### config.mk
export PLATFORM = sky130hd
export DESIGN_NAME = r5pw_fifo
export DESIGN_NICKNAME = d
export VERILOG_FILES = /design/src/sv/r5pw_pkg.sv /design/src/sv/r5pw_fifo.sv
export SDC_FILE = /design/constraint.sdc
export NUM_CORES = 1
export LEC_CHECK = 0
export ABC_AREA = 1
export BUFFER_PORTS_ARGS = -buffer_cell sky130_fd_sc_hd__buf_2
export CELL_PAD_IN_SITES_DETAIL_PLACEMENT = 1
export CELL_PAD_IN_SITES_GLOBAL_PLACEMENT = 1
export CORE_ASPECT_RATIO = 1.1
export CORE_MARGIN = 2
export CORE_UTILIZATION = 48
export DETAILED_ROUTE_END_ITERATION = 8
export GPL_TIMING_DRIVEN = 0
export PLACE_DENSITY_LB_ADDON = 0.1
export SLEW_MARGIN = 25
export SYNTH_ARGS = -nofsm -noshare
export SYNTH_HDL_FRONTEND = slang
export SYNTH_SLANG_ARGS = --single-unit
### constraint.sdc
create_clock -name clock -period 4.47 [get_ports clock]
set_input_delay 0.894 -clock clock [delete_from_list [all_inputs] [get_ports clock]]
set_output_delay 0.894 -clock clock [all_outputs]
set_load 0.01 [all_outputs]
### src/sv/r5pw_pkg.sv
`default_nettype none

package r5pw_pkg;

   localparam int BLOCK_BYTES_DEFAULT = 4096;
   localparam int NODES = 4;
   localparam int NODE_W = $clog2(NODES);
   localparam int QUEUE_DEPTH = 4;

   typedef enum logic [1:0] {
      KIND_DATA   = 2'd0,
      KIND_PARITY = 2'd1,
      KIND_REJECT = 2'd2,
      KIND_IDLE   = 2'd3
   } kind_type;

   typedef enum logic [1:0] {
      MEM_NONE  = 2'd0,
      MEM_XOR   = 2'd1,
      MEM_DRAIN = 2'd2
   } mem_op_type;

   typedef struct packed {
      logic       operation;
      logic [7:0] data_byte;
      logic       last_byte;
   } req_type;

   typedef struct packed {
      kind_type    kind;
      logic [1:0]  node;
      logic [31:0] block_index;
      logic [11:0] byte_offset;
      logic [7:0]  byte_value;
      logic        block_end;
      logic        parity_pending;
      logic [31:0] data_blocks_written;
   } rsp_type;

   // Classified transaction handed from front to back.
   typedef struct packed {
      mem_op_type mem_op;
      rsp_type    rsp;
   } desc_type;

endpackage

`default_nettype wire

### src/sv/r5pw_fifo.sv
`default_nettype none

module r5pw_fifo import r5pw_pkg::*; #(
   parameter int ADDR_W = $clog2(BLOCK_BYTES_DEFAULT)
) (
   input  wire logic              clock,
   input  wire logic              reset,
   input  wire logic              push,
   input  wire desc_type          push_desc,
   input  wire logic [ADDR_W-1:0] push_addr,
   input  wire logic              pop,
   output logic                   full,
   output logic                   head_valid,
   output desc_type               head_desc,
   output logic [ADDR_W-1:0]      head_addr
);

   localparam int PTR_W = (QUEUE_DEPTH > 1) ? $clog2(QUEUE_DEPTH) : 1;
   localparam int CNT_W = $clog2(QUEUE_DEPTH + 1);

   desc_type          desc_mem_ff [QUEUE_DEPTH];
   logic [ADDR_W-1:0] addr_mem_ff [QUEUE_DEPTH];
   logic [PTR_W-1:0]  wr_ptr_ff, wr_ptr_in;
   logic [PTR_W-1:0]  rd_ptr_ff, rd_ptr_in;
   logic [CNT_W-1:0]  count_ff, count_in;

   assign full       = (count_ff == CNT_W'(QUEUE_DEPTH));
   assign head_valid = (count_ff != '0);
   assign head_desc  = desc_mem_ff[rd_ptr_ff];
   assign head_addr  = addr_mem_ff[rd_ptr_ff];

   always_comb begin
      wr_ptr_in = wr_ptr_ff;
      rd_ptr_in = rd_ptr_ff;
      count_in  = count_ff;
      if (push) begin
         wr_ptr_in = (wr_ptr_ff == PTR_W'(QUEUE_DEPTH - 1)) ? '0 : wr_ptr_ff + PTR_W'(1);
      end
      if (pop) begin
         rd_ptr_in = (rd_ptr_ff == PTR_W'(QUEUE_DEPTH - 1)) ? '0 : rd_ptr_ff + PTR_W'(1);
      end
      priority if (push && !pop) begin
         count_in = count_ff + CNT_W'(1);
      end else if (pop && !push) begin
         count_in = count_ff - CNT_W'(1);
      end
   end

   always_ff @(posedge clock) begin
      if (reset) begin
         wr_ptr_ff <= '0;
         rd_ptr_ff <= '0;
         count_ff  <= '0;
      end else begin
         wr_ptr_ff <= wr_ptr_in;
         rd_ptr_ff <= rd_ptr_in;
         count_ff  <= count_in;
      end
   end

   always_ff @(posedge clock) begin
      if (push) begin
         desc_mem_ff[wr_ptr_ff] <= push_desc;
         addr_mem_ff[wr_ptr_ff] <= push_addr;
      end
   end

endmodule

`default_nettype wire

==> Word level (Yosys, flattened, before mapping) <==
Memories as Yosys holds them, arrays and structs flattened. A register that Yosys moved wholly into a read port is not among the register bits.
Cells that the tools add are included.
Widths: inputs -> output; s select.
{ "word_totals": {"ff_bits": 7, "mem_bits_rw": 416, "in_bits": 108, "out_inout_bits": 106, "elab_cells": 28, "mem_count": 2} }
{ "classes": {"add_sub_neg": 4, "eq_ne": 3, "muxes": 10, "reduce_logical": 6} }
{ "mem_list": {"columns": ["memory", "depth", "word_bits", "rd", "rd_clocked_by_memory_dff", "write_ports", "line_no", "source"], "rows": [
  ["desc_mem_ff", 4, 92, 1, 1, 1, "r5pw_fifo.sv:21", "desc_type desc_mem_ff [QUEUE_DEPTH];"],
  ["addr_mem_ff", 4, 12, 1, 1, 1, "r5pw_fifo.sv:22", "logic [ADDR_W-1:0] addr_mem_ff [QUEUE_DEPTH];"]
]} }
{ "op_table": {"columns": ["operator", "count"], "rows": [
  ["$mux 2", 6],
  ["$mux 3", 2],
  ["$add 2x1->2 const B", 2],
  ["$eq 2x2->1 const B", 2],
  ["$add 3x1->3 const B", 1],
  ["$eq 3x3->1 const B", 1],
  ["$reduce_bool 3->1", 1],
  ["$sub 3x1->3 const B", 1],
  ["$logic_and 1x1->1", 2],
  ["$logic_not 1->1", 2],
  ["$mux 1", 2],
  ["$reduce_bool 2->1", 1]
]} }

==> Longest topological paths before layout <==
{ "depth": {"ltp_word": 4, "mapped_depth": 10, "depth_no_buf": 10} }

==> Worst setup path before layout <==
Ideal clock, no wire load.
{ "synth_path": {"kind": "input to register", "startpoint": "input port push", "endpoint": "memory addr_mem_ff[3][0] (netlist bit), enable pin", "setup_time_ns": 0.457, "arrival_ns": 2.938, "t_required_ns": 4.013, "slack_ns": 1.074, "path_stages": 2, "n_path_buf": 0, "path_cell_list": "nand2_1 -> inv_1"} }
{ "synth_via": {"elab_chain_cells": 2} }
{ "synth_lines": {"columns": ["element", "line_no", "source"], "rows": [
  ["start: declaration", "r5pw_fifo.sv:8", "input wire logic push,"],
  ["$mux 1", "r5pw_fifo.sv:62", "if (push) begin"],
  ["$mux 1 (implied by the code)", "r5pw_fifo.sv:64", "addr_mem_ff[wr_ptr_ff] <= push_addr;"],
  ["end: declaration", "r5pw_fifo.sv:22", null]
]} }
No other way between the ends.

==> parameters.txt <==
Parameter                              Value

Run status
  Outcome    completed

Clock tree
  Setup repair bufs after CTS    0
  Root cell of the clock tree    sky130_fd_sc_hd__clkbuf_16
  Htree depth    2
  CTS tree    done
  Post-cts resize count    0
  Number of sinks handled by clock tree synthesis    ~430
  Buffer levels on the longest clock path    3
  Hold Buf Count CTS    0
  Clock latency on the worst-skew pair    0.54 ns
  Clock buffers created by TritonCTS    43
  Clock-pin transition on the worst setup and hold timing paths    around 0.060 ns

Synth
  Number of distinct standard cells referenced by the synthesized netlist    25
  Commonest cells in the netlist    sky130_fd_sc_hd__edfxtp_1 (416), sky130_fd_sc_hd__nor2_1 (197), sky130_fd_sc_hd__o21ai_0 (184)
  Post-Syn Area    around 16000 um2
  Number of warnings issued by yosys    0
  Share of the synthesized area in the top cell type    0.779
  Net count after synthesis    1180
  Syn Area/Cell    between 15 and 20 um2
  Number of enable-type register cells in the synthesized netlist    about 420
  Part of the Yosys area used for sequential elements    0.790
  Fraction of synthesis flops using an asynchronous set or reset pin    0
  Cell type with the largest total area after synthesis    sky130_fd_sc_hd__edfxtp_1
  Most numerous cell in the Yosys netlist    sky130_fd_sc_hd__edfxtp_1
  Cell types occupying the most area after synthesis    sky130_fd_sc_hd__edfxtp_1 (78%), sky130_fd_sc_hd__o21ai_0 (5.7%), sky130_fd_sc_hd__nor2_1 (4.6%)
  Synth Flop Type    sky130_fd_sc_hd__edfxtp_1
  Register bit count reported by yosys    approximately 430
  Post-Synthesis Cells    ~1100

Layout
  Filler cell count    about 3200
  Fin util    0.581
  Area taken by multi-input logic gates    ~2900 um2
  Final std cells w/o fill    about 1800
  Layout cells sized above 1    0.271
  Number of nets in the final layout    about 1400
  Growth of design area from synthesis to finish    19.9%
  Sequential cell area    between 10000 and 15000 um2

Pwr
  Net load switching power    roughly 2.1 mW
  Internal power    ~7 mW
  Share of total power in sequential cells    0.500
  Leakage power of the design    a little under 7 nW
  Maximum resistive drop on vdd    0.352 mV
  Power density over the cells    478 nW/um2
  Combinational cell fraction of total power    0.102
  Relative contribution of the clock network to total power    0.398
  Switching share of power    0.233

STA
  Time the worst path needs with I/O delays and setup    about 3.3 ns
  Highest clock frequency the design can meet    approximately 300 MHz
  Transition time at the pin with the least slew margin    between 0.5 and 0.6 ns
  Final period utilization    0.731
  Number of failing setup endpoints in the final timing report    0
  Setup repair after global routing missed its margin    no
  Largest clock skew in the final design    between 0.015 and 0.02 ns
  Relative slew margins    0.655
  Endpoints failing hold    0
  Max Transition Viols Final    0

GRT
  Maximum number of pins on one net before global-route repair    74
  Vias in the first global route    between 10000 and 15000
  Remaining Overflow, GRT    0
  Number of antenna violations at the first check in global routing    11
  Global-route wire length before repair    about 60000 um
  Aggregate global-route resource usage    0.231

Flow run
  Max-cap violations    0

Placed design
  HPWL after DPL    between 20000 and 25000 um
  Number of input and output port buffers inserted    213
  Routability congestion estimate from global placement    roughly 0.73
  Placed Instances    between 1500 and 2000

Worst setup path
  Critical path type    flip-flop to primary output
  Endpoint kind of the worst setup timing path    primary output
  Critical path fanouts, max    10
  Worst Setup Start Kind    flip-flop
  Required time of the critical path    ~3.6 ns
  Worst endpoint data arrival time    between 2 and 2.5 ns

Worst hold path
  Kind of path behind the tightest hold check    flip-flop to flip-flop

Routing
  Via Count    between 9000 and 10000
  DR WL/cell    about 22 um
  Total Routed Length    39800 um
  Remaining antenna violation count    0
  Via density    5.51
  Detailed-router iteration count before antenna repair    5
  Initial detailed-routing violation count    500
  Post-route DRC violation count    0

Floorplanning
  Die Area    between 30000 and 40000 um2
  Height of the chip    196 um
  Effective utilization at floorplan    0.484
  I/O pins    approximately 210
  Floorplan row count    70
  DIE WIDTH    around 180 um
  Area of the core    between 30000 and 40000 um2
stage by stage:
stage | setup TNS (ns) | cell area, um2 | power (mW) | hold slack [ns] | worst slack [ns]
global placement | -337.08 | 17600 | 5.62 | 0.522 | -0.912
finish | 0 | 19200 | 9.20 | 0.538 | 1.20
global route | 0 | 19200 | 9.50 | 0.546 | 1.08
CTS | 0 | 19200 | 9.27 | 0.529 | 1.18
floorplan | 0 | 16000 | 5.19 | 0.490 | 1.07
detailed placement | 0 | 17800 | 5.64 | 0.536 | 1.78
layout by cell type (no fill, tap or decap):
cell,count
sky130_fd_sc_hd__nor3_1,3
sky130_fd_sc_hd__buf_6,15
sky130_fd_sc_hd__o22ai_2,20
sky130_fd_sc_hd__fa_1,1
sky130_fd_sc_hd__inv_6,1
sky130_fd_sc_hd__xor2_1,1
sky130_fd_sc_hd__ha_1,6
sky130_fd_sc_hd__clkinv_1,10
sky130_fd_sc_hd__o21ai_1,27
sky130_fd_sc_hd__buf_2,232
sky130_fd_sc_hd__buf_16,4
sky130_fd_sc_hd__o21ai_0,184
sky130_fd_sc_hd__edfxtp_1,416
sky130_fd_sc_hd__clkbuf_1,30
sky130_fd_sc_hd__a21oi_1,3
sky130_fd_sc_hd__nand3_1,1
sky130_fd_sc_hd__clkinv_2,7
sky130_fd_sc_hd__nor2_2,20
sky130_fd_sc_hd__buf_8,2
sky130_fd_sc_hd__inv_2,1
sky130_fd_sc_hd__clkinv_4,2
sky130_fd_sc_hd__dfxtp_1,9
sky130_fd_sc_hd__inv_8,4
sky130_fd_sc_hd__clkbuf_16,45
sky130_fd_sc_hd__inv_1,10
sky130_fd_sc_hd__nor2_1,197
sky130_fd_sc_hd__bufinv_16,6
sky130_fd_sc_hd__clkbuf_2,5
sky130_fd_sc_hd__clkinvlp_4,3
sky130_fd_sc_hd__o22ai_1,84
sky130_fd_sc_hd__buf_4,2
sky130_fd_sc_hd__diode_2,4
sky130_fd_sc_hd__nand2_1,9
sky130_fd_sc_hd__nand4_1,1
registers in the layout, summed over array words and instances (netlist names), named ones only:
register     cells
addr_mem_ff     48
count_ff         3
desc_mem_ff    368
rd_ptr_ff        2
wr_ptr_ff        2
final timing paths:
kind                                   start                 end  slack, ns  cells past startpoint
worst max-delay path               flip-flop       head_desc[40]       1.20                      6
worst min-delay path            wr_ptr_ff[1]        wr_ptr_ff[1]       0.54                      2
worst max register to register  wr_ptr_ff[0]  desc_mem_ff[3][56]       2.65                      4
worst min register to register  wr_ptr_ff[1]        wr_ptr_ff[1]       0.54                      2
worst max-delay path: stages (launching register included):
cell,delay [ns]
sky130_fd_sc_hd__dfxtp_1,0.41
sky130_fd_sc_hd__inv_2,0.18
sky130_fd_sc_hd__buf_2,0.31
sky130_fd_sc_hd__clkbuf_2,0.30
sky130_fd_sc_hd__o21ai_0,0.14
sky130_fd_sc_hd__o22ai_1,0.28
sky130_fd_sc_hd__buf_2,0.20
layout make-up:
cell class              instances  share of cell area
diodes                          4            0.000520
well taps                     432              0.0281
plain buffers                  67              0.0221
clock buffers                  51              0.0597
clock inverters                28              0.0152
flip-flops and latches        425               0.659
inverters                      16             0.00494
multi-input cells             557               0.149
repair buffers                217              0.0611
cell families after synthesis:
kind of cell | share of synthesized area
DFF | 0.790
AOI/OAI and AO/OA | 0.115
and+or+nand+nor | 0.0577
buffers and inverters | 0.0305
adders and majority gates | 0.00593
xor gates and xnor gates | 0.000546
per-layer routing:
metal	GRT usage	wire length (um)
met3	0.0576	2580
met5	0	97
met1	0.283	15800
met4	0.0732	1020
met2	0.403	20400
power by group through the flow:
stage               clock network (mW)  registers, mW  logic [mW]
floorplan                            0           4.69       0.502
global placement                     0           4.71       0.912
detailed placement                   0           4.69       0.952
CTS                               3.71           4.60       0.959
global route                      3.85           4.61        1.04
finish                            3.66           4.60       0.940
(Power assumes the default switching activity.)
