$ cat src/sv/r5pw_pkg.sv
`default_nettype none

package r5pw_pkg;

   localparam int BLOCK_BYTES_DEFAULT = 4096;
   localparam int NODES = 4;
   localparam int NODE_W = $clog2(NODES);
   localparam int QUEUE_DEPTH = 4;

   typedef enum logic [1:0] {
      KIND_DATA   = 2'd0,
      KIND_PARITY = 2'd1,
      KIND_REJECT = 2'd2,
      KIND_IDLE   = 2'd3
   } kind_type;

   typedef enum logic [1:0] {
      MEM_NONE  = 2'd0,
      MEM_XOR   = 2'd1,
      MEM_DRAIN = 2'd2
   } mem_op_type;

   typedef struct packed {
      logic       operation;
      logic [7:0] data_byte;
      logic       last_byte;
   } req_type;

   typedef struct packed {
      kind_type    kind;
      logic [1:0]  node;
      logic [31:0] block_index;
      logic [11:0] byte_offset;
      logic [7:0]  byte_value;
      logic        block_end;
      logic        parity_pending;
      logic [31:0] data_blocks_written;
   } rsp_type;

   // Classified transaction handed from front to back.
   typedef struct packed {
      mem_op_type mem_op;
      rsp_type    rsp;
   } desc_type;

endpackage

`default_nettype wire

$ cat src/sv/r5pw_front.sv
`default_nettype none

module r5pw_front import r5pw_pkg::*; #(
   parameter int BLOCK_BYTES = BLOCK_BYTES_DEFAULT,
   localparam int OFF_W = $clog2(BLOCK_BYTES)
) (
   input  wire logic             clock,
   input  wire logic             reset,
   input  wire logic             take,
   input  wire req_type          req,
   output desc_type              desc,
   output logic [OFF_W-1:0]      addr
);

   localparam logic [OFF_W-1:0]  OFF_LAST  = OFF_W'(BLOCK_BYTES - 1);
   localparam logic [NODE_W-1:0] BIS_LAST  = NODE_W'(NODES - 1);
   localparam logic [NODE_W-1:0] NODE_LAST = NODE_W'(NODES - 1);

   logic [NODE_W-1:0] spn_ff, spn_in;
   logic [NODE_W-1:0] bis_ff, bis_in;
   logic [OFF_W-1:0]  fill_ff, fill_in;
   logic [31:0]       base_ff, base_in;
   logic              drain_active_ff, drain_active_in;
   logic [OFF_W-1:0]  drain_off_ff, drain_off_in;
   logic [31:0]       count_ff, count_in;

   logic [NODE_W-1:0] bis_cur;
   logic [NODE_W-1:0] bis_next;
   logic [NODE_W:0]   node_sum;
   logic [NODE_W:0]   node_mod;
   logic [OFF_W-1:0]  off_cur;
   logic [31:0]       off_wide;
   logic              blk_end;

   assign bis_cur  = (bis_ff >= BIS_LAST) ? '0 : bis_ff;
   assign bis_next = bis_cur + NODE_W'(1);
   // spn + 1 + bis stays below twice NODES, so one subtract wraps it
   assign node_sum = {1'b0, spn_ff} + (NODE_W + 1)'(1) + {1'b0, bis_cur};
   assign node_mod = (node_sum >= (NODE_W + 1)'(NODES)) ?
                     node_sum - (NODE_W + 1)'(NODES) : node_sum;
   assign off_cur  = req.operation ? drain_off_ff : fill_ff;
   assign off_wide = 32'(off_cur);

   always_comb begin
      spn_in          = spn_ff;
      bis_in          = bis_ff;
      fill_in         = fill_ff;
      base_in         = base_ff;
      drain_active_in = drain_active_ff;
      drain_off_in    = drain_off_ff;
      count_in        = count_ff;
      blk_end         = 1'b0;
      desc            = '0;
      desc.mem_op     = MEM_NONE;
      desc.rsp.kind   = KIND_IDLE;
      addr            = off_cur;

      if (!req.operation) begin
         if (drain_active_ff) begin
            desc.rsp.kind = KIND_REJECT;
         end else begin
            bis_in = bis_cur;
            if (fill_ff == '0 && count_ff != '1) begin
               count_in = count_ff + 32'd1;
            end
            blk_end = (fill_ff == OFF_LAST) || req.last_byte;
            if (blk_end) begin
               fill_in = '0;
               bis_in  = bis_next;
               if (bis_next >= BIS_LAST || req.last_byte) begin
                  drain_active_in = 1'b1;
                  drain_off_in    = '0;
               end
            end else begin
               fill_in = fill_ff + OFF_W'(1);
            end
            desc.mem_op          = MEM_XOR;
            desc.rsp.kind        = KIND_DATA;
            desc.rsp.node        = node_mod[1:0];
            desc.rsp.block_index = base_ff + 32'(bis_cur) + 32'd1;
            desc.rsp.byte_offset = off_wide[11:0];
            desc.rsp.byte_value  = req.data_byte;
            desc.rsp.block_end   = blk_end;
         end
      end else if (drain_active_ff) begin
         blk_end = (drain_off_ff == OFF_LAST);
         if (blk_end) begin
            drain_active_in = 1'b0;
            drain_off_in    = '0;
            spn_in          = (spn_ff == NODE_LAST) ? '0 : spn_ff + NODE_W'(1);
            base_in         = base_ff + 32'(NODES);
            bis_in          = '0;
            fill_in         = '0;
         end else begin
            drain_off_in = drain_off_ff + OFF_W'(1);
         end
         desc.mem_op          = MEM_DRAIN;
         desc.rsp.kind        = KIND_PARITY;
         desc.rsp.node        = spn_ff[1:0];
         desc.rsp.block_index = base_ff;
         desc.rsp.byte_offset = off_wide[11:0];
         desc.rsp.block_end   = blk_end;
      end

      desc.rsp.parity_pending      = drain_active_in;
      desc.rsp.data_blocks_written = count_in;
   end

   always_ff @(posedge clock) begin
      if (reset) begin
         spn_ff          <= '0;
         bis_ff          <= '0;
         fill_ff         <= '0;
         base_ff         <= '0;
         drain_active_ff <= 1'b0;
         drain_off_ff    <= '0;
         count_ff        <= '0;
      end else if (take) begin
         spn_ff          <= spn_in;
         bis_ff          <= bis_in;
         fill_ff         <= fill_in;
         base_ff         <= base_in;
         drain_active_ff <= drain_active_in;
         drain_off_ff    <= drain_off_in;
         count_ff        <= count_in;
      end
   end

endmodule

`default_nettype wire

$ cat config.mk
export PLATFORM = sky130hd
export DESIGN_NAME = r5pw_front
export DESIGN_NICKNAME = d
export VERILOG_FILES = /design/src/sv/r5pw_pkg.sv /design/src/sv/r5pw_front.sv
export SDC_FILE = /design/constraint.sdc
export NUM_CORES = 1
export LEC_CHECK = 0
export BUFFER_PORTS_ARGS = -buffer_cell sky130_fd_sc_hd__buf_2
export CORE_MARGIN = 1.5
export CORE_UTILIZATION = 25
export DETAILED_ROUTE_END_ITERATION = 6
export PLACE_DENSITY = 0.42
export REMOVE_ABC_BUFFERS = 1
export SLEW_MARGIN = 20
export SYNTH_ARGS = -nofsm -noshare
export SYNTH_HDL_FRONTEND = slang
export SYNTH_SLANG_ARGS = --single-unit
export TNS_END_PERCENT = 100
$ cat constraint.sdc
create_clock -name clock -period 2.25 [get_ports clock]
set_clock_uncertainty 0.15 [all_clocks]
set_input_delay 0.225 -clock clock [delete_from_list [all_inputs] [get_ports clock]]
set_output_delay 0.225 -clock clock [all_outputs]
set_load 0.02 [all_outputs]
**After elaboration in Yosys (flattened, before gate mapping)**

Index checks and enable logic that the tools add are counted.
Widths: inputs -> output; s select.

- Word-level logic and storage cells: 74
- Output and inout port bits: 104
- Input bits: 13
- Register bits after elaboration: 93

- Multiplexer cells: 37
- $add $sub $neg: 11
- Equal/unequal tests: 7
- $lt $le $gt $ge: 3
- Reductions and logical operators: 9

Operator list:

| kind | count |
|---|---|
| $mux 12 | 12 |
| $mux 50 | 2 |
| $mux 32 | 3 |
| $add 32x1->32 const B | 2 |
| $mux 55 | 1 |
| $add 32x2->32 | 1 |
| $add 32x3->32 const B | 1 |
| $ne 32x32->1 const B | 1 |
| $add 12x1->12 const B | 2 |
| $eq 12x12->1 const B | 2 |
| $mux 2 | 9 |
| $logic_not 12->1 | 1 |
| $mux 1 | 9 |
| $mux 8 | 1 |
| $reduce_and 4->1 | 2 |
| $reduce_and 5->1 | 1 |
| $add 2x1->2 const B | 2 |
| $ge 2x2->1 const B | 2 |
| $ne 2x1->1 const B | 2 |
| $reduce_bool 2->1 | 2 |
| $add 2x1->3 const B | 1 |
| $add 3x2->3 | 1 |
| $ge 3x3->1 const B | 1 |
| $eq 2x2->1 const B | 1 |
| other kinds (4) | 5 |

**Longest topological paths before layout**

Gate-level depths: netlist (run 1).

- Depth after elaboration: 9
- Depth in mapped cells: 10
- Depth with buffers taken out: 7

**Worst setup path before layout (run 1)**

No wires, ideal clock.

- Path type: reg2out
- From: register count_ff[0]
- To: output desc[26] (netlist bit)
- Cell stages (with the launch flop): 9
- Path slack: -390 ps
- Data arrival time: 2265 ps
- Required time: 1875 ps
- Buffers on the path: 2
- Cells stage by stage: dfxtp_1 -> ha_1 -> nand3_2 -> or3_1 -> buf_2 -> a211o_1 -> buf_4 -> nor3_2 -> xor2_1

RTL lines:

| item | line | RTL |
|---|---|---|
| start, declared | r5pw_front.sv:25 | `logic [31:0] count_ff, count_in;` |
| start signal, assigned | r5pw_front.sv:125 | `count_ff <= count_in;` |
| end, declared | r5pw_front.sv:11 | `output desc_type desc,` |

==> flow_summary.ini, run 1 <==
[clocking]
clock-sinks = 91
ctsHoldBuffers = 0
cts-root-buf = clkbuf_16
clk_latency_ns = 0.36
cts_tree = built
cts_made_buffers = 9
clkSlewWorstSetupHoldPaths_ns = 0.07
htree_levels = 3
cts_max_path_buffers = 2

[critical_path]
crit_chain = ha_4 > nand3_2 > or3_4 > a211o_4 > buf_6 > nor2_4 > xor2_1 > buf_4
crit_path_max_incr_delay_ns = 0.41
crit_type = reg2out
start_kind = flop
cp.arrival_ns = 2.27
cp_max_fo = 6
crit_family = simple AND/OR/NAND/NOR gates
slowest_stage = or3_4
critical_path_required_ns = 1.88
crit_buf_inv = 2
end_kind = primary output

[final_layout]
fin_util_pct = 45.03
antennaDiodeCount = 0
drive_above_1_share_pct = 53.38
syn_to_final_growth_pct = 75.86
final_cell_area_um2 = 11400
fillers = 2540
nets = 1234

[routing]
dr.pass1.iters = 5
wl_per_cell_um = 16.21
num_vias = 7574
antenna_left = 0
drtIter0Drc = 271
drc = 0
drt-total-wl_mm = 25.03
avgViaCountPerCell = 4.905

[yosys]
synthFlopType = dfxtp_1
syn_area_per_cell_um2 = 7.594
yosysTopAreaCell = dfxtp_1
synth_area_um2 = 6485
synthCells = 854
synthTopCellsByArea = dfxtp_1 28%, xor2_1 9.7%, nor2_1 5.5%, nand2_1 4.5%, nand3_1 4.1%
synth.distinct_cells = 62
synth_seq_area_share_pct = 28.09
synth_top_area_share_pct = 28.09
async_reset_ff_share_pct = 0
ys_seq_elements = 91
yosysWarnings = 0
synth_edf_count = 0

[global_route]
grt_pass1_vias = 7244
grt_pass1_wl_mm = 38.43
grt_overflow = 0
track_usage_pct = 18.19
antenna_found_initial = 0
grt_max_degree = 25

[sta]
tightest_slew_ns = 0.6540
setup_slack_ns = -0.3964
hold_viol_final = 0
fin_crit_ns = 2.646
hold_slack_ns = 0.1021
setup_viol = 62
timing.slew.headroom_pct = 56.40
rsz0062_at_grt = true
fin_crit_sh_pct = 117.6
final_max_slew_viol_count = 0
max_freq_mhz = 377.9

[place]
place_congestion = 0.8624
dp_hpwl_mm = 17.96
portBuffers = 116
dpl_cell_area_um2 = 8954
post-place-ws_ns = -0.2960

[floorplan]
io_pins = 117
die_h_um = 164.1
initial_utilization_pct = 25.61
fp.dieArea_um2 = 26920
die_w_um = 164.1
core-area_um2 = 25330
row_count = 58

[hold_path]
min_path_type = in2reg

[power]
leakagePower_nw = 4.945
powerDensity_nw_per_um2 = 327.3
peakVddDrop_uv = 307.2
power.total_w = 0.003732

[flow_run]
maxCapViolCount = 0

[run_status]
violations = setup timing
outcome = finished, violations left
[power breakdown]
part           internal (W)  switching, W
sequential          0.00161    0.00000817
clock              0.000786      0.000720
combinational      0.000277      0.000333
[layout by cell type (no fill, tap or decap), types with 7 or more instances in the layout]
cell type  count
a21oi_1       33
a21oi_2        8
and2_1        25
and3_1         7
buf_2         58
buf_4        287
buf_6         48
clkbuf_16     11
dfxtp_1       46
dfxtp_2       36
dfxtp_4        9
ha_4           8
inv_1         13
mux2_2         7
nand2_1       66
nand2_2        8
nand3_1       40
nand3_2       13
nand4_1       40
nor2_1        81
nor2_2         7
nor2_4         7
nor3_1        10
nor3_4        22
nor4_4        17
o21ai_0       21
o31ai_1       19
or3_1         16
or4_1         14
xnor2_1       18
xor2_1        67
[layer usage]
metal	GRT usage, %	vias up	routed length [µm]
met3	2.500	36	867
met5	0	-	0
li1	-	3782	-
met4	5.041	0	558
met1	24.44	3597	11830
met2	30.30	159	11770
[layout make-up]
class	count	area (µm²)	area share (%)
clock inverter	5	36.28	0.3182
multi-input combinational	686	5554	48.70
timing repair buffer	403	3186	27.93
sequential	91	1901	16.66
tap	330	412.9	3.620
inverter	18	72.57	0.6363
clock buffer	11	242.7	2.128
[worst min-delay path, delay by kind of cell]
family	cells	cell delay, ns
AO/OA/AOI/OAI	2	0.23
buffers and inverters	1	0.11
[cells by family (layout without fill, tap and decap cells)]
kind of cell    after synthesis  in the layout  share of synthesized area [%]
compound gates              120            120                          11.67
xor+xnor                     96             96                          12.97
fa+ha+maj                    12             12                          2.315
buf+inv                      77            437                          4.997
flops                        91             91                          28.09
mux                          13             13                          2.219
simple gates                445            445                          37.74
[Yosys cell counts, drive strengths merged, types with 7 or more instances]
library cell / number
nor3: 38
inv: 18
and3: 7
nand2: 78
clkbuf: 42
xor2: 72
a21oi: 43
o21ai: 27
o31ai: 22
nand4: 40
and2: 26
nor4: 23
dfxtp: 91
and4: 10
buf: 17
xnor2: 24
or4: 20
ha: 12
nand3: 59
or3: 20
nor2: 95
mux2: 11
[registers in the layout, summed over array words and instances, names as in the netlist]
name             flops
count_ff            32
spn_ff               2
base_ff             30
bis_ff               2
drain_off_ff        12
fill_ff             12
drain_active_ff      1
[path summary, 6_finish.rpt]
| check | start | to | slack, ns | cells after the start |
|---|---|---|---|---|
| min reg2reg | spn_ff[1]$_SDFFE_PP0P_ | spn_ff[1]$_SDFFE_PP0P_ | 0.36 | 2 |
| max reg2reg | count_ff[1]$_SDFFE_PP0P_ | count_ff[23]$_SDFFE_PP0P_ | -0.16 | 10 |
| max | count_ff[1]$_SDFFE_PP0P_ | desc[28] | -0.40 | 8 |
| min | req[0] | drain_active_ff$_SDFFE_PP0P_ | 0.10 | 3 |
[repair_timing]
action | CTS | global route
setup buffers | 30 | 36
hold endpoints to repair | 0 | 0
endpoints found under the setup margin | 77 | 114
gates resized for setup | 258 | 155
pin swaps | 86 | 94
cloned | 1 | 3
[per-stage QoR]
| step | std cells | setup TNS [ns] |
|---|---|---|
| after floorplan | 795 | -43.59 |
| after global placement | 1465 | -5.140 |
| after CTS | 1511 | -13.89 |
| final | 1544 | -12.88 |
| after detailed placement | 1465 | -6.145 |
| after global routing | 1544 | -20.34 |
Power figures use the tool's default switching activity.
==> run 2: changes to the inputs <==
--- a/config.mk
+++ b/config.mk
@@ -11,6 +11,7 @@
 export DETAILED_ROUTE_END_ITERATION = 6
 export PLACE_DENSITY = 0.42
 export REMOVE_ABC_BUFFERS = 1
+export SKIP_CTS_REPAIR_TIMING = 1
 export SLEW_MARGIN = 20
 export SYNTH_ARGS = -nofsm -noshare
 export SYNTH_HDL_FRONTEND = slang
==> run 2 against run 1 <==
Against the previous run: clock-buffer cell count unchanged; utilization down 0.92 points; hold slack worse by 0.0046 ns; first-iteration DRC count down 6.6%; critical endpoint is now desc[21]; non-clock buffer count down 12; clock power about the same; sequential power about the same; the flow still finishes with violations (setup timing); critical path depth unchanged; sequential share of layout area up 0.25 points; critical path type unchanged; global-route usage down 0.82 points.
==> flow_summary.ini, run 2 (synthesis gave the netlist of run 1 again) <==
[run_status]
outcome = finished, violations left
violations = setup timing

[sta]
final_max_slew_viol_count = 0
hold_viol_final = 0
timing.slew.headroom_pct = 56.04
setup_slack_ns = -0.4501
fin_crit_sh_pct = 120.0
tightest_slew_ns = 0.6594
max_freq_mhz = 370.4
fin_crit_ns = 2.700
rsz0062_at_grt = true
setup_viol = 59
setup_tns_ns = -14.66
hold_slack_ns = 0.09746

[critical_path]
start_kind = flop
crit_type = reg2out
end_kind = primary output
cp.arrival_ns = 2.33
critical_path_required_ns = 1.88
cp_max_fo = 4

[final_layout]
largest_reg_flops = 32
final_cell_mix = 277 x buf_4, 83 x nor2_1, 68 x xor2_1
layout_commonest_cell = buf_4
layout.area.seq_um2 = 1889
fin_util_pct = 44.11
multi_input_area_um2 = 5477
drive_above_1_share_pct = 52.20
antennaDiodeCount = 0
top_register = count_ff
syn_to_final_growth_pct = 72.28
reg_top3 = count_ff: 32 flops, base_ff: 30 flops
fillers = 2559
nets = 1223

[clocking]
cts-root-buf = clkbuf_16
clock-sinks = 91
cts_max_path_buffers = 2
cts_tree = built
clk_latency_ns = 0.36
clkSlewWorstSetupHoldPaths_ns = 0.07
htree_levels = 3
cts_made_buffers = 9

[power]
leakagePower_nw = 4.838
powerDensity_nw_per_um2 = 331.1
peakVddDrop_uv = 284.5

[routing]
avgViaCountPerCell = 4.911
drc = 0
antenna_left = 0
wl_per_cell_um = 16.01
drtIter0Drc = 253
drt-total-wl_mm = 24.54
dr.pass1.iters = 4
num_vias = 7528

[global_route]
grt_max_degree = 25
grt_pass1_vias = 6907
antenna_found_initial = 0
grt_pass1_wl_mm = 36.65
track_usage_pct = 17.37
grt_overflow = 0

[flow_run]
maxCapViolCount = 0

[place]
post-place-ws_ns = -0.2960
portBuffers = 116
dp_hpwl_mm = 17.96
place_congestion = 0.8624

[floorplan]
fp.dieArea_um2 = 26920
core-area_um2 = 25330
io_pins = 117
row_count = 58
initial_utilization_pct = 25.61
die_h_um = 164.1
die_w_um = 164.1

[hold_path]
min_path_type = in2reg
-- run 2: cell types whose count changed in the layout (fill, tap and decap cells not counted), moves of 3 or more --
cell and change:
nor3_2 +9, dfxtp_1 +3, nor3_4 -9, dfxtp_4 -3, nor2_2 -4, o31ai_1 +3
o31ai_2 -3, buf_4 -10
-- run 2: report_power, final --
| group | internal [W] | leakage, nW | switching (W) |
|---|---|---|---|
| logic | 0.000261 | 3.94 | 0.000313 |
| clock network | 0.000786 | 0.140 | 0.000719 |
| registers | 0.00161 | 0.756 | 0.00000817 |
-- run 2: final cells by class --
type	instances	share of cell area, %
repair buffers	391	27.21
flip-flops and latches	91	16.91
well taps	330	3.696
clock buffers	11	2.173
clock inverters	5	0.3248
multi-input cells	687	49.02
inverters	18	0.6608
-- run 2: final timing paths --
path / from / end / slack [ns] / cells after the start
min reg2reg: spn_ff[1]$_SDFFE_PP0P_ / spn_ff[1]$_SDFFE_PP0P_ / 0.36 / 2
max reg2reg: count_ff[0]$_SDFFE_PP0P_ / count_ff[23]$_SDFFE_PP0P_ / -0.15 / 8
max: count_ff[0]$_SDFFE_PP0P_ / desc[21] / -0.45 / 8
min: req[0] / drain_active_ff$_SDFFE_PP0P_ / 0.1 / 3
-- run 2: critical path, cell delays in order (launching register included) --
cell and delay (ns):
dfxtp_2 0.36, buf_6 0.10, nand4_1 0.17, nor3_4 0.34, buf_6 0.16, nand2_4 0.06, nor4b_2 0.32, xor2_1 0.27
buf_4 0.19
-- run 2: per-layer routing --
metal / GRT usage, % / vias to the layer above / wire (µm)
li1: - / 3759 / -
met1: 23.82 / 3565 / 11610
met2: 28.73 / 163 / 11590
met3: 2.323 / 41 / 888
met4: 4.008 / 0 / 448
met5: 0 / - / 0
-- run 2: stage by stage --
stage / power [W] / instance area, µm² / std cells
after floorplan: 0.001836 / 6228 / 795
after global placement: 0.002099 / 8954 / 1465
after detailed placement: 0.002098 / 8954 / 1465
after CTS: 0.003620 / 9233 / 1481
after global routing: 0.003862 / 11170 / 1533
final: 0.003699 / 11170 / 1533
==> run 3: changes to the inputs <==
--- a/config.mk
+++ b/config.mk
@@ -8,6 +8,7 @@
 export BUFFER_PORTS_ARGS = -buffer_cell sky130_fd_sc_hd__buf_2
 export CORE_MARGIN = 1.5
 export CORE_UTILIZATION = 25
+export CTS_BUF_LIST = sky130_fd_sc_hd__clkbuf_8
 export DETAILED_ROUTE_END_ITERATION = 6
 export PLACE_DENSITY = 0.42
 export REMOVE_ABC_BUFFERS = 1
==> run 3 against run 2 <==
Against the previous run: the flow still finishes with violations (setup timing); first-iteration DRC count is 1.6% higher; register-to-register slack hardly changed; combinational power is 3% lower; sequential power hardly changed; flip-flop and latch count stayed put; largest power group unchanged; via count is 1.5% lower; highest routed layer unchanged.
==> flow_summary.ini, run 3 (synthesis gave the netlist of run 1 again) <==
[run_status]
outcome = finished, violations left
violations = setup timing

[final_layout]
final_cell_area_um2 = 10930
final_cell_mix = 260 x buf_4, 83 x nor2_1, 68 x xor2_1
largest_reg_flops = 32
layout_commonest_cell = buf_4
reg_top3 = count_ff: 32 flops, base_ff: 30 flops
antennaDiodeCount = 0
syn_to_final_growth_pct = 68.47
drive_above_1_share_pct = 51.47
top_register = count_ff
nets = 1207

[critical_path]
crit_type = reg2out
crit_chain = buf_6 > nand4_1 > nor3_4 > nand4_1 > buf_4 > nor4_2 > xnor2_1 > buf_4
cp_max_fo = 4
ff2ff_setup_slack_ns = -0.14
end_kind = primary output
reg2reg_depth = 8
crit_family = simple AND/OR/NAND/NOR gates
crit_path_max_incr_delay_ns = 0.37
critical_path_required_ns = 1.88
crit_buf_inv = 3
slowest_stage = dfxtp_2
start_kind = flop
r2r-start = count_ff[0]$_SDFFE_PP0P_
cp.arrival_ns = 2.36
r2r_end = count_ff[23]$_SDFFE_PP0P_

[clocking]
cts-root-buf = clkbuf_8
clkSlewWorstSetupHoldPaths_ns = 0.10
clock-sinks = 91
clk_latency_ns = 0.39
cts_made_buffers = 9
htree_levels = 3
cts_tree = built
cts_max_path_buffers = 2

[sta]
hold_viol_final = 0
setup_viol = 59
final_max_slew_viol_count = 0
rsz0062_at_grt = true
timing.slew.headroom_pct = 55.49
fin_crit_ns = 2.740
setup_slack_ns = -0.4896
max_freq_mhz = 365.0
fin_crit_sh_pct = 121.8
tightest_slew_ns = 0.6676

[global_route]
grt_pass1_vias = 6888
grt_max_degree = 25
grt_overflow = 0
track_usage_pct = 17.33
antenna_found_initial = 0
grt_pass1_wl_mm = 36.59

[power]
peakVddDrop_uv = 260.1
leakagePower_nw = 4.697
power.total_w = 0.003293
powerDensity_nw_per_um2 = 301.4

[routing]
avgViaCountPerCell = 4.889
num_vias = 7416
drtIter0Drc = 257
antenna_left = 0
drt-total-wl_mm = 24.46
wl_per_cell_um = 16.12
dr.pass1.iters = 4
drc = 0

[floorplan]
io_pins = 117
fp.dieArea_um2 = 26920
initial_utilization_pct = 25.61
core-area_um2 = 25330
die_w_um = 164.1
row_count = 58
die_h_um = 164.1

[hold_path]
holdPathStages = 3
min_path_type = in2reg
min_to = drain_active_ff$_SDFFE_PP0P_
hold_path_startpoint = req[0]

[place]
dp_hpwl_mm = 17.96
place_congestion = 0.8624
portBuffers = 116
dpl_cell_area_um2 = 8954
post-place-ws_ns = -0.2960

[flow_run]
maxCapViolCount = 0
## run 3: layout make-up
cell class / count / area, µm²
clock inverter: 6 / 40.04
multi-input combinational: 687 / 5458
inverter: 18 / 67.56
tap: 330 / 412.9
fill: 2591 / 14400
sequential: 91 / 1883
clock buffer: 10 / 137.6
timing repair buffer: 375 / 2927
## run 3: report_power, final
group	total [W]	internal [W]	switching, W
Sequential	0.00162	0.00161	0.00000803
Clock	0.00111	0.000434	0.000680
Combinational	0.000558	0.000250	0.000308
## run 3: how the worst max path moves through the flow
stage                     slack, ns       end  cells after the start                startpoint
after floorplan               -0.87  desc[27]                      6  count_ff[0]$_SDFFE_PP0P_
after global placement        -0.25  desc[26]                      8  count_ff[0]$_SDFFE_PP0P_
after detailed placement      -0.30  desc[26]                      8  count_ff[0]$_SDFFE_PP0P_
after CTS                     -0.73  desc[26]                      8  count_ff[0]$_SDFFE_PP0P_
after global routing          -0.62  desc[31]                      8  count_ff[1]$_SDFFE_PP0P_
final                         -0.49  desc[31]                      8  count_ff[0]$_SDFFE_PP0P_
## run 3: per-stage QoR
stage          setup TNS, ns  std cells  hold slack (ns)  util, %
5_1_grt               -24.01       1517          0.09666    43.14
3_5_place_dp          -6.145       1465           0.3497    35.35
2_1_floorplan         -43.59        795           0.1441        -
3_3_place_gp          -5.140       1465           0.3337    35.35
6_report              -16.25       1517          0.07730    43.14
4_1_cts               -29.27       1481          0.04133    36.05
## run 3: routing by layer
metal	GRT usage [%]	routed length, µm
met1	23.85	11770
met2	28.62	11750
met3	2.247	659
met4	3.967	273
met5	0	0
## run 3: worst reg2reg max path, stage by stage, from the launching register on
cell,delay [ns]
dfxtp_2,0.37
buf_6,0.11
nand4_1,0.17
nor3_4,0.33
nand4_1,0.29
buf_6,0.23
buf_6,0.11
or4_4,0.47
a21oi_2,0.11
